==> src/mmrp_pkg.sv <==
// Package for the meter response parser: frame layout constants, status codes,
// result struct and the byte-wide CRC-16 update.
// No dependencies.
package mmrp_pkg;

    localparam int FRAME_LEN  = 25;   // bytes in a full read-input response
    localparam int CRC_LEN    = 23;   // bytes covered by the CRC
    localparam int CELLS      = FRAME_LEN - 1;
    localparam int CNT_W      = $clog2(FRAME_LEN + 1);

    localparam logic [7:0]  FUNC_READ_INPUT = 8'h04;
    localparam logic [7:0]  DATA_BYTES      = 8'd20;
    localparam logic [15:0] CRC_POLY        = 16'hA001;
    localparam logic [15:0] CRC_SEED        = 16'hFFFF;
    localparam logic [31:0] THRESH_RESET    = 32'd10;

    typedef enum logic [1:0] {
        KIND_FLUSH = 2'd0,
        KIND_BYTE  = 2'd1,
        KIND_CLOSE = 2'd2,
        KIND_NONE  = 2'd3
    } kind_t;

    typedef enum logic [2:0] {
        ST_OK      = 3'd0,
        ST_TIMEOUT = 3'd1,
        ST_SHORT   = 3'd2,
        ST_FRAMING = 3'd3,
        ST_CRC     = 3'd4
    } status_t;

    // byte j of the frame sits at index j
    typedef logic [FRAME_LEN-1:0][7:0] frame_t;

    typedef struct packed {
        status_t     status;
        logic [15:0] voltage_raw;
        logic [31:0] current_raw;
        logic [31:0] power_raw;
        logic [31:0] energy_raw;
        logic        load_in_use;
        logic        in_use_changed;
    } result_t;

    // reflected CRC-16, one byte per call
    function automatic logic [15:0] crc_byte(input logic [15:0] crc, input logic [7:0] b);
        logic [15:0] c;
        c = crc ^ {8'h00, b};
        for (int k = 0; k < 8; k++)
        begin
            if (c[0])
                c = (c >> 1) ^ CRC_POLY;
            else
                c = c >> 1;
        end
        return c;
    endfunction

endpackage

==> src/mmrp_req_if.sv <==
// Request channel of the meter response parser: valid/ready plus kind and byte.
// Depends on nothing.
interface mmrp_req_if;
    logic       valid;
    logic       ready;
    logic [1:0] kind;
    logic [7:0] rx_byte;

    modport source (output valid, output kind, output rx_byte, input ready);
    modport sink   (input valid, input kind, input rx_byte, output ready);
endinterface

==> src/mmrp_res_if.sv <==
// Result channel of the meter response parser: valid/ready plus status and values.
// Depends on nothing.
interface mmrp_res_if;
    logic        valid;
    logic        ready;
    logic [2:0]  status;
    logic [15:0] voltage_raw;
    logic [31:0] current_raw;
    logic [31:0] power_raw;
    logic [31:0] energy_raw;
    logic        load_in_use;
    logic        in_use_changed;

    modport source (output valid, output status, output voltage_raw, output current_raw,
                    output power_raw, output energy_raw, output load_in_use,
                    output in_use_changed, input ready);
    modport sink   (input valid, input status, input voltage_raw, input current_raw,
                    input power_raw, input energy_raw, input load_in_use,
                    input in_use_changed, output ready);
endinterface

==> src/mmrp_byte_cell.sv <==
// One byte cell of the frame capture chain: loads its neighbor's byte on shift.
// Depends on nothing.
module mmrp_byte_cell (
    input  logic       clk,
    input  logic       shift,
    input  logic [7:0] d,
    output logic [7:0] q
);

    logic [7:0] byte_reg;

    always_ff @(posedge clk)
    begin
        if (shift)
            byte_reg <= d;
    end

    assign q = byte_reg;

endmodule

==> src/mmrp_frame_check.sv <==
// Checks a complete frame (framing, CRC) and unpacks the meter values.
// Depends on mmrp_pkg.
module mmrp_frame_check (
    input  mmrp_pkg::frame_t  frame,
    input  logic [15:0]       crc,
    input  logic [31:0]       threshold,
    input  logic              ever_published,
    input  logic              last_in_use,
    output mmrp_pkg::result_t result
);

    logic [31:0] power;
    logic        in_use;
    logic [15:0] crc_got;

    assign power   = {frame[11], frame[12], frame[9], frame[10]};
    assign in_use  = power > threshold;
    assign crc_got = {frame[24], frame[23]};   // sent low byte first

    always_comb
    begin
        result = '0;
        if (frame[1] != mmrp_pkg::FUNC_READ_INPUT || frame[2] != mmrp_pkg::DATA_BYTES)
        begin
            result.status = mmrp_pkg::ST_FRAMING;
        end
        else if (crc_got != crc)
        begin
            result.status = mmrp_pkg::ST_CRC;
        end
        else
        begin
            result.status         = mmrp_pkg::ST_OK;
            result.voltage_raw    = {frame[3], frame[4]};
            result.current_raw    = {frame[7], frame[8], frame[5], frame[6]};
            result.power_raw      = power;
            result.energy_raw     = {frame[15], frame[16], frame[13], frame[14]};
            result.load_in_use    = in_use;
            result.in_use_changed = !ever_published || (in_use != last_in_use);
        end
    end

endmodule

==> src/modbus_meter_response_parser.sv <==
// Top level of the meter response parser: byte cell chain, CRC, control, result register.
// Depends on mmrp_pkg, mmrp_req_if, mmrp_res_if, mmrp_byte_cell, mmrp_frame_check.
//
// Takes one request per clock: flush, received byte or window close. Bytes shift
// through a chain of 24 byte cells while a byte-wide CRC-16 runs over bytes 0..22;
// the 25th byte is checked together with the chain contents in the same cycle.
// A result (status plus meter values) is loaded into the output register by the
// request that ends the frame, and a new request is taken every cycle
// as long as that register is empty or being read. Only a held, unread result
// stops request intake. The in-use threshold resets to 10 and is written through
// cfg_we / cfg_wdata; the user must write it only while the block is idle, the block does not enforce it.
module modbus_meter_response_parser (
    input  logic        clk,
    input  logic        rst_n,
    input  logic        cfg_we,
    input  logic [31:0] cfg_wdata,
    mmrp_req_if.sink    req,
    mmrp_res_if.source  res
);

    localparam int CELLS = mmrp_pkg::CELLS;

    logic [31:0]                  thresh_reg;
    logic [mmrp_pkg::CNT_W-1:0]   count_reg, count_next;
    logic [15:0]                  crc_reg, crc_next;
    logic                         reported_reg, reported_next;
    logic                         last_in_use_reg, last_in_use_next;
    logic                         ever_pub_reg, ever_pub_next;
    logic                         res_valid_reg, res_valid_next;
    mmrp_pkg::result_t            res_reg, res_next;

    logic               accept;
    logic               store;
    logic               emit;
    logic [7:0]         cell_q [CELLS];
    mmrp_pkg::frame_t   frame;
    mmrp_pkg::result_t  check;
    mmrp_pkg::kind_t    kind;

    assign kind   = mmrp_pkg::kind_t'(req.kind);
    assign req.ready = !res_valid_reg || res.ready;
    assign accept = req.valid && req.ready;
    assign store  = accept && kind == mmrp_pkg::KIND_BYTE && !reported_reg
                    && count_reg < mmrp_pkg::CNT_W'(mmrp_pkg::FRAME_LEN);

    // cell 0 takes the newest byte; cell k holds frame byte (count - 1 - k)
    genvar g;
    generate
        for (g = 0; g < CELLS; g++)
        begin : g_cell
            if (g == 0)
            begin : g_head
                mmrp_byte_cell u_cell (.clk(clk), .shift(store), .d(req.rx_byte), .q(cell_q[g]));
            end
            else
            begin : g_body
                mmrp_byte_cell u_cell (.clk(clk), .shift(store), .d(cell_q[g-1]), .q(cell_q[g]));
            end
        end
    endgenerate

    always_comb
    begin
        for (int j = 0; j < CELLS; j++)
            frame[j] = cell_q[CELLS-1-j];
        frame[mmrp_pkg::FRAME_LEN-1] = req.rx_byte;
    end

    mmrp_frame_check u_check (
        .frame          (frame),
        .crc            (crc_reg),
        .threshold      (thresh_reg),
        .ever_published (ever_pub_reg),
        .last_in_use    (last_in_use_reg),
        .result         (check)
    );

    always_comb
    begin
        count_next       = count_reg;
        crc_next         = crc_reg;
        reported_next    = reported_reg;
        last_in_use_next = last_in_use_reg;
        ever_pub_next    = ever_pub_reg;
        res_next         = res_reg;
        res_valid_next   = res_valid_reg && !res.ready;
        emit             = 1'b0;
        if (accept)
        begin
            case (kind)
                mmrp_pkg::KIND_FLUSH:
                begin
                    count_next    = '0;
                    crc_next      = mmrp_pkg::CRC_SEED;
                    reported_next = 1'b0;
                end
                mmrp_pkg::KIND_BYTE:
                begin
                    if (store)
                    begin
                        count_next = count_reg + 1'b1;
                        if (count_reg < mmrp_pkg::CNT_W'(mmrp_pkg::CRC_LEN))
                            crc_next = mmrp_pkg::crc_byte(crc_reg, req.rx_byte);
                        if (count_reg == mmrp_pkg::CNT_W'(mmrp_pkg::FRAME_LEN - 1))
                        begin
                            emit = 1'b1;
                            res_next = check;
                            if (check.status == mmrp_pkg::ST_OK)
                            begin
                                last_in_use_next = check.load_in_use;
                                ever_pub_next    = 1'b1;
                            end
                        end
                    end
                end
                mmrp_pkg::KIND_CLOSE:
                begin
                    if (!reported_reg)
                    begin
                        emit = 1'b1;
                        res_next = '0;
                        res_next.status = (count_reg == '0) ? mmrp_pkg::ST_TIMEOUT
                                                            : mmrp_pkg::ST_SHORT;
                    end
                end
                default:
                begin
                end
            endcase
        end
        if (emit)
        begin
            reported_next  = 1'b1;
            res_valid_next = 1'b1;
        end
    end

    always_ff @(posedge clk or negedge rst_n)
    begin
        if (!rst_n)
        begin
            thresh_reg      <= mmrp_pkg::THRESH_RESET;
            count_reg       <= '0;
            crc_reg         <= mmrp_pkg::CRC_SEED;
            reported_reg    <= 1'b0;
            last_in_use_reg <= 1'b0;
            ever_pub_reg    <= 1'b0;
            res_valid_reg   <= 1'b0;
        end
        else
        begin
            if (cfg_we)
                thresh_reg <= cfg_wdata;
            count_reg       <= count_next;
            crc_reg         <= crc_next;
            reported_reg    <= reported_next;
            last_in_use_reg <= last_in_use_next;
            ever_pub_reg    <= ever_pub_next;
            res_valid_reg   <= res_valid_next;
        end
    end

    always_ff @(posedge clk)
    begin
        res_reg <= res_next;
    end

    assign res.valid          = res_valid_reg;
    assign res.status         = res_reg.status;
    assign res.voltage_raw    = res_reg.voltage_raw;
    assign res.current_raw    = res_reg.current_raw;
    assign res.power_raw      = res_reg.power_raw;
    assign res.energy_raw     = res_reg.energy_raw;
    assign res.load_in_use    = res_reg.load_in_use;
    assign res.in_use_changed = res_reg.in_use_changed;

    a_count_range: assert property (@(posedge clk) disable iff (!rst_n)
        count_reg <= mmrp_pkg::CNT_W'(mmrp_pkg::FRAME_LEN))
        else $error("byte count past frame length");

    a_full_reported: assert property (@(posedge clk) disable iff (!rst_n)
        count_reg == mmrp_pkg::CNT_W'(mmrp_pkg::FRAME_LEN) |-> reported_reg)
        else $error("full frame without a report");

    a_emit_marks: assert property (@(posedge clk) disable iff (!rst_n)
        emit |=> reported_reg && res_valid_reg)
        else $error("result emitted without marking the response");

    a_ok_publishes: assert property (@(posedge clk) disable iff (!rst_n)
        (emit && res_next.status == mmrp_pkg::ST_OK) |=>
            ever_pub_reg && last_in_use_reg == res_reg.load_in_use)
        else $error("valid frame not published");

    a_hold_blocks: assert property (@(posedge clk) disable iff (!rst_n)
        (res_valid_reg && !res.ready) |-> !req.ready)
        else $error("request taken while result register held");

endmodule

==> src/flat_wrapper.sv <==
// flat-port wrapper written by rule: the top's interface ports become plain ports
module modbus_meter_response_parser_flat 
  (clk, rst_n, cfg_we, cfg_wdata, req_valid, req_kind, req_rx_byte, req_ready, res_valid, res_status, res_voltage_raw, res_current_raw, res_power_raw, res_energy_raw, res_load_in_use, res_in_use_changed, res_ready);
  mmrp_req_if req_i ();
  mmrp_res_if res_i ();
  input  logic clk;
  input  logic rst_n;
  input  logic cfg_we;
  input  logic [31:0] cfg_wdata;
  input wire logic [$bits(req_i.valid)-1:0] req_valid;
  input wire logic [$bits(req_i.kind)-1:0] req_kind;
  input wire logic [$bits(req_i.rx_byte)-1:0] req_rx_byte;
  output wire logic [$bits(req_i.ready)-1:0] req_ready;
  output wire logic [$bits(res_i.valid)-1:0] res_valid;
  output wire logic [$bits(res_i.status)-1:0] res_status;
  output wire logic [$bits(res_i.voltage_raw)-1:0] res_voltage_raw;
  output wire logic [$bits(res_i.current_raw)-1:0] res_current_raw;
  output wire logic [$bits(res_i.power_raw)-1:0] res_power_raw;
  output wire logic [$bits(res_i.energy_raw)-1:0] res_energy_raw;
  output wire logic [$bits(res_i.load_in_use)-1:0] res_load_in_use;
  output wire logic [$bits(res_i.in_use_changed)-1:0] res_in_use_changed;
  input wire logic [$bits(res_i.ready)-1:0] res_ready;
  assign req_i.valid = req_valid;
  assign req_i.kind = req_kind;
  assign req_i.rx_byte = req_rx_byte;
  assign req_ready = req_i.ready;
  assign res_valid = res_i.valid;
  assign res_status = res_i.status;
  assign res_voltage_raw = res_i.voltage_raw;
  assign res_current_raw = res_i.current_raw;
  assign res_power_raw = res_i.power_raw;
  assign res_energy_raw = res_i.energy_raw;
  assign res_load_in_use = res_i.load_in_use;
  assign res_in_use_changed = res_i.in_use_changed;
  assign res_i.ready = res_ready;
  modbus_meter_response_parser u_core (.clk(clk), .rst_n(rst_n), .cfg_we(cfg_we), .cfg_wdata(cfg_wdata), .req(req_i), .res(res_i));
endmodule
==> config.mk <==
export PLATFORM = sky130hd
export DESIGN_NAME = modbus_meter_response_parser_flat
export DESIGN_NICKNAME = d
export VERILOG_FILES = /design/src/mmrp_pkg.sv /design/src/mmrp_req_if.sv /design/src/mmrp_res_if.sv /design/src/mmrp_byte_cell.sv /design/src/mmrp_frame_check.sv /design/src/modbus_meter_response_parser.sv /design/src/flat_wrapper.sv
export SDC_FILE = /design/constraint.sdc
export NUM_CORES = 1
export LEC_CHECK = 0
export BUFFER_PORTS_ARGS = -buffer_cell sky130_fd_sc_hd__buf_2
export CORE_UTILIZATION = 40
export CTS_BUF_LIST = sky130_fd_sc_hd__clkbuf_8 sky130_fd_sc_hd__clkbuf_16
export DETAILED_ROUTE_END_ITERATION = 8
export GPL_TIMING_DRIVEN = 0
export PLACE_DENSITY_LB_ADDON = 0.25
export SYNTH_ARGS = -nofsm -noshare
export SYNTH_HDL_FRONTEND = slang
export SYNTH_HIERARCHICAL = 1
export SYNTH_SLANG_ARGS = --single-unit
export TNS_END_PERCENT = 20
==> constraint.sdc <==
create_clock -name clk -period 17.26 [get_ports clk]
set_clock_uncertainty 0.1 [all_clocks]
set_input_delay 3.452 -clock clk [delete_from_list [all_inputs] [get_ports clk]]
set_output_delay 3.452 -clock clk [all_outputs]
set_load 0.005 [all_outputs]
==> results.py, run 1 <==
metrics = {
    "status": {
        "status": "completed",
    },
    "sta": {
        "hold_viol_final": 0,
        "fin_hold_ws_ns": 0.3133,
        "timing.final.ws_setup_ns": 9.835,
        "rsz0062_at_grt": "no",
        "max_freq_mhz": 134.7,
        "slew_headroom": 0.3510,
        "setup_violations": 0,
        "maxSlewViolCount": 0,
        "final.period_utilization": 0.4302,
        "tns_ns": 0,
        "worst_pin_slew_ns": 0.9713,
        "min_period_ns": 7.425,
    },
    "floorplanning": {
        "boundaryPins": 166,
        "core_sq_um": 35480,
        "die_h_um": 191.6,
        "die_area_sq_um": 36700,
        "start_util": 0.4051,
        "placementRows": 69,
        "die_x_um": 191.6,
    },
    "placed_design": {
        "place_inst": 1556,
        "dpl_worst_slack_ns": 9.845,
        "gp_congestion": 0.7755,
        "port-buffer-count": 164,
        "dp_hpwl_um": 19920,
        "dpl_cell_area_sq_um": 16140,
    },
    "global_routing": {
        "grt_overflow": 0,
        "grtUsageTotal": 0.1562,
        "antenna_found_initial": 0,
        "grt_pass1_vias": 7550,
        "grt_max_degree": 58,
        "grt_pass1_wl_um": 43010,
    },
    "routing": {
        "routed_wl_um": 27880,
        "remaining_drc_errors": 0,
        "wl_per_cell_um": 17.14,
        "firstDrtPassIters": 5,
        "vias": 7576,
        "viasPerCell": 4.659,
        "detail-route-antenna-nets": 0,
        "drtIter0Drc": 399,
    },
    "critical_path": {
        "path_class": "in2out",
        "end_kind": "primary output",
        "worstPathArrival_ns": 3.87,
        "startpoint_type": "input port",
        "cp_max_fo": 5,
        "required_ns": 13.71,
        "crit_path_top_delay_cell": "nand2b_1",
        "path_common_cell": "buf_2",
        "path_cells": "buf_2 > nand2b_1 > buf_2",
        "max_stage_delay_ns": 0.18,
    },
    "synth": {
        "avgSynthCellArea_sq_um": 15.69,
        "syn_nets": 1000,
        "syn_area_sq_um": 14380,
        "yosys_warnings": 6,
        "synthCells": 916,
    },
    "clock_tree": {
        "cts-root-buf": "clkbuf_16",
        "hold_buffers": 0,
        "cts_tree": "built",
        "cts_setup_buffers": 0,
        "cts_sinks": 358,
        "postCtsResizedCells": 0,
        "numCtsBuffers": 39,
        "path_clk_slew_ns": 0.06,
        "clockBufferDepth": 3,
        "clk_latency_ns": 0.52,
        "htreeDepth": 2,
    },
    "final_layout": {
        "final_cells": 1626,
        "fillers": 3070,
        "areaGrowthSynthToFinish_pct": 20.48,
        "finalNetCount": 1220,
        "drive_gt1_frac": 0.2678,
        "antenna_cells": 0,
        "seqCellArea_sq_um": 10490,
        "finalInstanceArea_sq_um": 17320,
        "largest_reg_flops": 176,
        "multi_input_area_sq_um": 3611,
    },
    "power_and_ir_drop": {
        "ir_worst_vdd_mv": 0.07776,
        "power.leakage_nw": 6.730,
        "power.density_nw_per_um2": 113.3,
    },
    "hold_path": {
        "hp-class": "reg2reg",
    },
    "run": {
        "maxCapViolCount": 0,
    },
}
[path summary, 6_finish.rpt]
check	cells after the start	slack (ns)	startpoint	end
hold reg to reg	0	0.31	u_core/g_cell[5].g_body.u_cell/q[1]	u_core/g_cell[6].g_body.u_cell/q[1]
hold / removal	0	0.31	u_core/g_cell[5].g_body.u_cell/q[1]	u_core/g_cell[6].g_body.u_cell/q[1]
max in group asynchronous	1	13.61	rst_n	u_core/count_reg[4]
setup / recovery	3	9.84	res_ready	req_ready
min in group asynchronous	1	2.92	rst_n	u_core/thresh_reg[8]
setup reg to reg	8	14.29	u_core/crc_reg[13]	u_core/res.energy_raw[22]
[metrics by stage]
stage                     total power (W)  utilization
final                            0.001962       0.4881
after global routing             0.002046       0.4881
after CTS                        0.001989       0.4880
after detailed placement         0.001226       0.4550
after global placement           0.001222       0.4447
after floorplan                  0.001170            -
[cells in the final DEF, fill, tap and decap left out, types with 3 or more instances in the layout]
cell / instances
nor4_1: 4
nand3_1: 5
mux2_1: 8
buf_8: 4
clkbuf_1: 18
mux2_2: 26
edfxtp_1: 301
clkinv_2: 8
o21ai_1: 3
nand4_1: 11
xnor2_1: 20
nor2b_1: 116
nor3_1: 4
nor2_1: 25
nand2b_1: 3
o21a_1: 3
clkbuf_16: 40
ha_1: 37
and2_1: 113
xor2_1: 7
clkinv_1: 8
dfstp_2: 18
o22a_1: 5
buf_2: 172
o21ai_0: 5
inv_1: 47
buf_1: 3
dfrtp_1: 39
buf_16: 9
nor4b_1: 3
xnor2_2: 9
a21oi_1: 22
nand2_1: 21
[report_power, final]
group	leakage [nW]	switching, W	internal, W
combinational	2.68	0.0000990	0.0000926
sequential	3.44	0.0000298	0.000986
clock	0.605	0.000325	0.000430
[worst max-delay path, delay by kind of cell]
family	cells	cell delay, ns
buffers and inverters	2	0.24
and+or+nand+nor	1	0.18
[cell type report]
cell class | count | area share
flip-flops and latches | 358 | 0.6056
multi-input cells | 485 | 0.2085
repair buffers | 179 | 0.06762
clock buffers | 42 | 0.05938
well taps | 461 | 0.03330
inverters | 41 | 0.009030
clock inverters | 28 | 0.008380
plain buffers | 32 | 0.008236
[per-layer routing]
layer / share of wire / track usage
met5: 0 / 0
met4: 0.017 / 0.04060
met3: 0.043 / 0.02485
met2: 0.48 / 0.2522
met1: 0.46 / 0.2199
Power figures use the tool's default switching activity.
==> inputs of run 2 (changes only) <==
clock period = 7.75 ns   (was 17.26 ns; I/O delays follow)
==> run 2 against run 1 <==
Sequential share of layout area down 0.24 points. First-iteration DRC count decreased by 14%. Critical path depth rose by 6. Clock-buffer cell count unchanged. Wire length is 0.75% higher. Sequential power up 120%. Critical path type is now in2reg. Critical endpoint is now u_core/res.voltage_raw[11]. Largest power group unchanged. Highest routed layer unchanged.
==> results.py, run 2 (same netlist as run 1, synthesis figures left out) <==
metrics = {
    "floorplanning": {
        "boundaryPins": 166,
        "start_util": 0.4051,
        "die_h_um": 191.6,
        "core_sq_um": 35480,
        "die_area_sq_um": 36700,
        "die_x_um": 191.6,
        "placementRows": 69,
    },
    "routing": {
        "drtIter0Drc": 342,
        "viasPerCell": 4.658,
        "vias": 7597,
        "detail-route-antenna-nets": 0,
        "routed_wl_um": 28080,
        "wl_per_cell_um": 17.22,
        "firstDrtPassIters": 4,
        "remaining_drc_errors": 0,
    },
    "clock_tree": {
        "path_clk_slew_ns": 0.06,
        "numCtsBuffers": 40,
        "htreeDepth": 2,
        "cts_sinks": 358,
        "cts_tree": "built",
        "postCtsResizedCells": 0,
        "hold_buffers": 0,
        "clk_latency_ns": 0.52,
        "cts_setup_buffers": 0,
        "cts-root-buf": "clkbuf_16",
        "clockBufferDepth": 3,
    },
    "final_layout": {
        "mostFrequentLayoutCell": "edfxtp_1",
        "fin_util": 0.4901,
        "fillers": 3082,
        "final_cell_mix": "edfxtp_1 (301), buf_2 (172), nor2b_1 (116)",
        "drive_gt1_frac": 0.2669,
        "finalNetCount": 1221,
        "areaGrowthSynthToFinish_pct": 20.97,
        "largest_reg_flops": 176,
    },
    "sta": {
        "timing.final.ws_setup_ns": 3.628,
        "max_freq_mhz": 242.6,
        "setup_violations": 0,
        "tns_ns": 0,
        "slew_headroom": 0.4468,
        "rsz0062_at_grt": "no",
        "maxSlewViolCount": 0,
        "final.period_utilization": 0.5319,
        "min_period_ns": 4.122,
        "worst_pin_slew_ns": 0.8299,
        "hold_viol_final": 0,
    },
    "global_routing": {
        "grt_pass1_wl_um": 42820,
        "grt_max_degree": 58,
        "grt_overflow": 0,
        "grtUsageTotal": 0.1561,
        "grt_pass1_vias": 7537,
        "antenna_found_initial": 0,
    },
    "run": {
        "maxCapViolCount": 0,
    },
    "placed_design": {
        "gp_congestion": 0.7809,
        "dp_hpwl_um": 20090,
        "dpl_worst_slack_ns": 3.026,
        "port-buffer-count": 164,
    },
    "critical_path": {
        "end_kind": "flop",
        "worstPathArrival_ns": 4.23,
        "path_class": "in2reg",
        "required_ns": 7.86,
        "cp_max_fo": 33,
        "startpoint_type": "input port",
    },
    "power_and_ir_drop": {
        "ir_worst_vdd_mv": 0.1375,
        "power.density_nw_per_um2": 259.4,
        "power.leakage_nw": 6.785,
    },
    "status": {
        "status": "completed",
    },
    "hold_path": {
        "hp-class": "reg2reg",
    },
}
## run 2: final timing paths
kind                                                startpoint                                   to  slack, ns  depth (start not counted)
min in group asynchronous                                rst_n                u_core/thresh_reg[10]       0.99                          1
max reg2reg                                  u_core/crc_reg[4]            u_core/res.current_raw[7]       4.80                          8
max in group asynchronous                                rst_n                  u_core/count_reg[2]       6.00                          1
max                                                req_kind[0]           u_core/res.voltage_raw[11]       3.63                          9
min                        u_core/g_cell[3].g_body.u_cell/q[1]  u_core/g_cell[4].g_body.u_cell/q[1]       0.30                          0
min reg2reg                u_core/g_cell[3].g_body.u_cell/q[1]  u_core/g_cell[4].g_body.u_cell/q[1]       0.30                          0
## run 2: critical path, stage by stage
cell	delay (ns)
buf_2	0.11
inv_1	0.07
ha_1	0.17
clkbuf_1	0.63
inv_1	0.15
or3_1	0.43
a21oi_4	0.61
buf_12	0.26
buf_12	0.21
## run 2: per-stage QoR
step | cells | instance area, sq um | power, W | hold WS (ns)
floorplan | 916 | 14390 | 0.002603 | 0.3003
global placement | 1541 | 15780 | 0.002717 | 0.3010
finish | 1631 | 17390 | 0.004511 | 0.3017
CTS | 1630 | 17380 | 0.004577 | 0.3019
detailed placement | 1556 | 16100 | 0.002732 | 0.3045
global route | 1630 | 17390 | 0.004704 | 0.3105
## run 2: area by class of cell
cell class                 count  area, sq um  share of cell area
sequential                   358        10490              0.6031
timing repair buffer         179         1126             0.06476
clock buffer                  42         1040             0.05979
inverter                      41        156.4            0.008994
tap                          461        576.8             0.03317
clock inverter                32        246.5             0.01417
buffer                        32        142.6            0.008203
antenna                        1        2.502           0.0001439
multi-input combinational    485         3611              0.2077
## run 2: metal layers
layer,GRT usage,share of wire
met1,0.2164,0.46
met2,0.2529,0.48
met3,0.02558,0.041
met4,0.04548,0.020
met5,0,0
## run 2: report_power, final
part / switching [W] / internal (W)
logic: 0.000222 / 0.000205
clock network: 0.000721 / 0.00110
registers: 0.0000664 / 0.00220
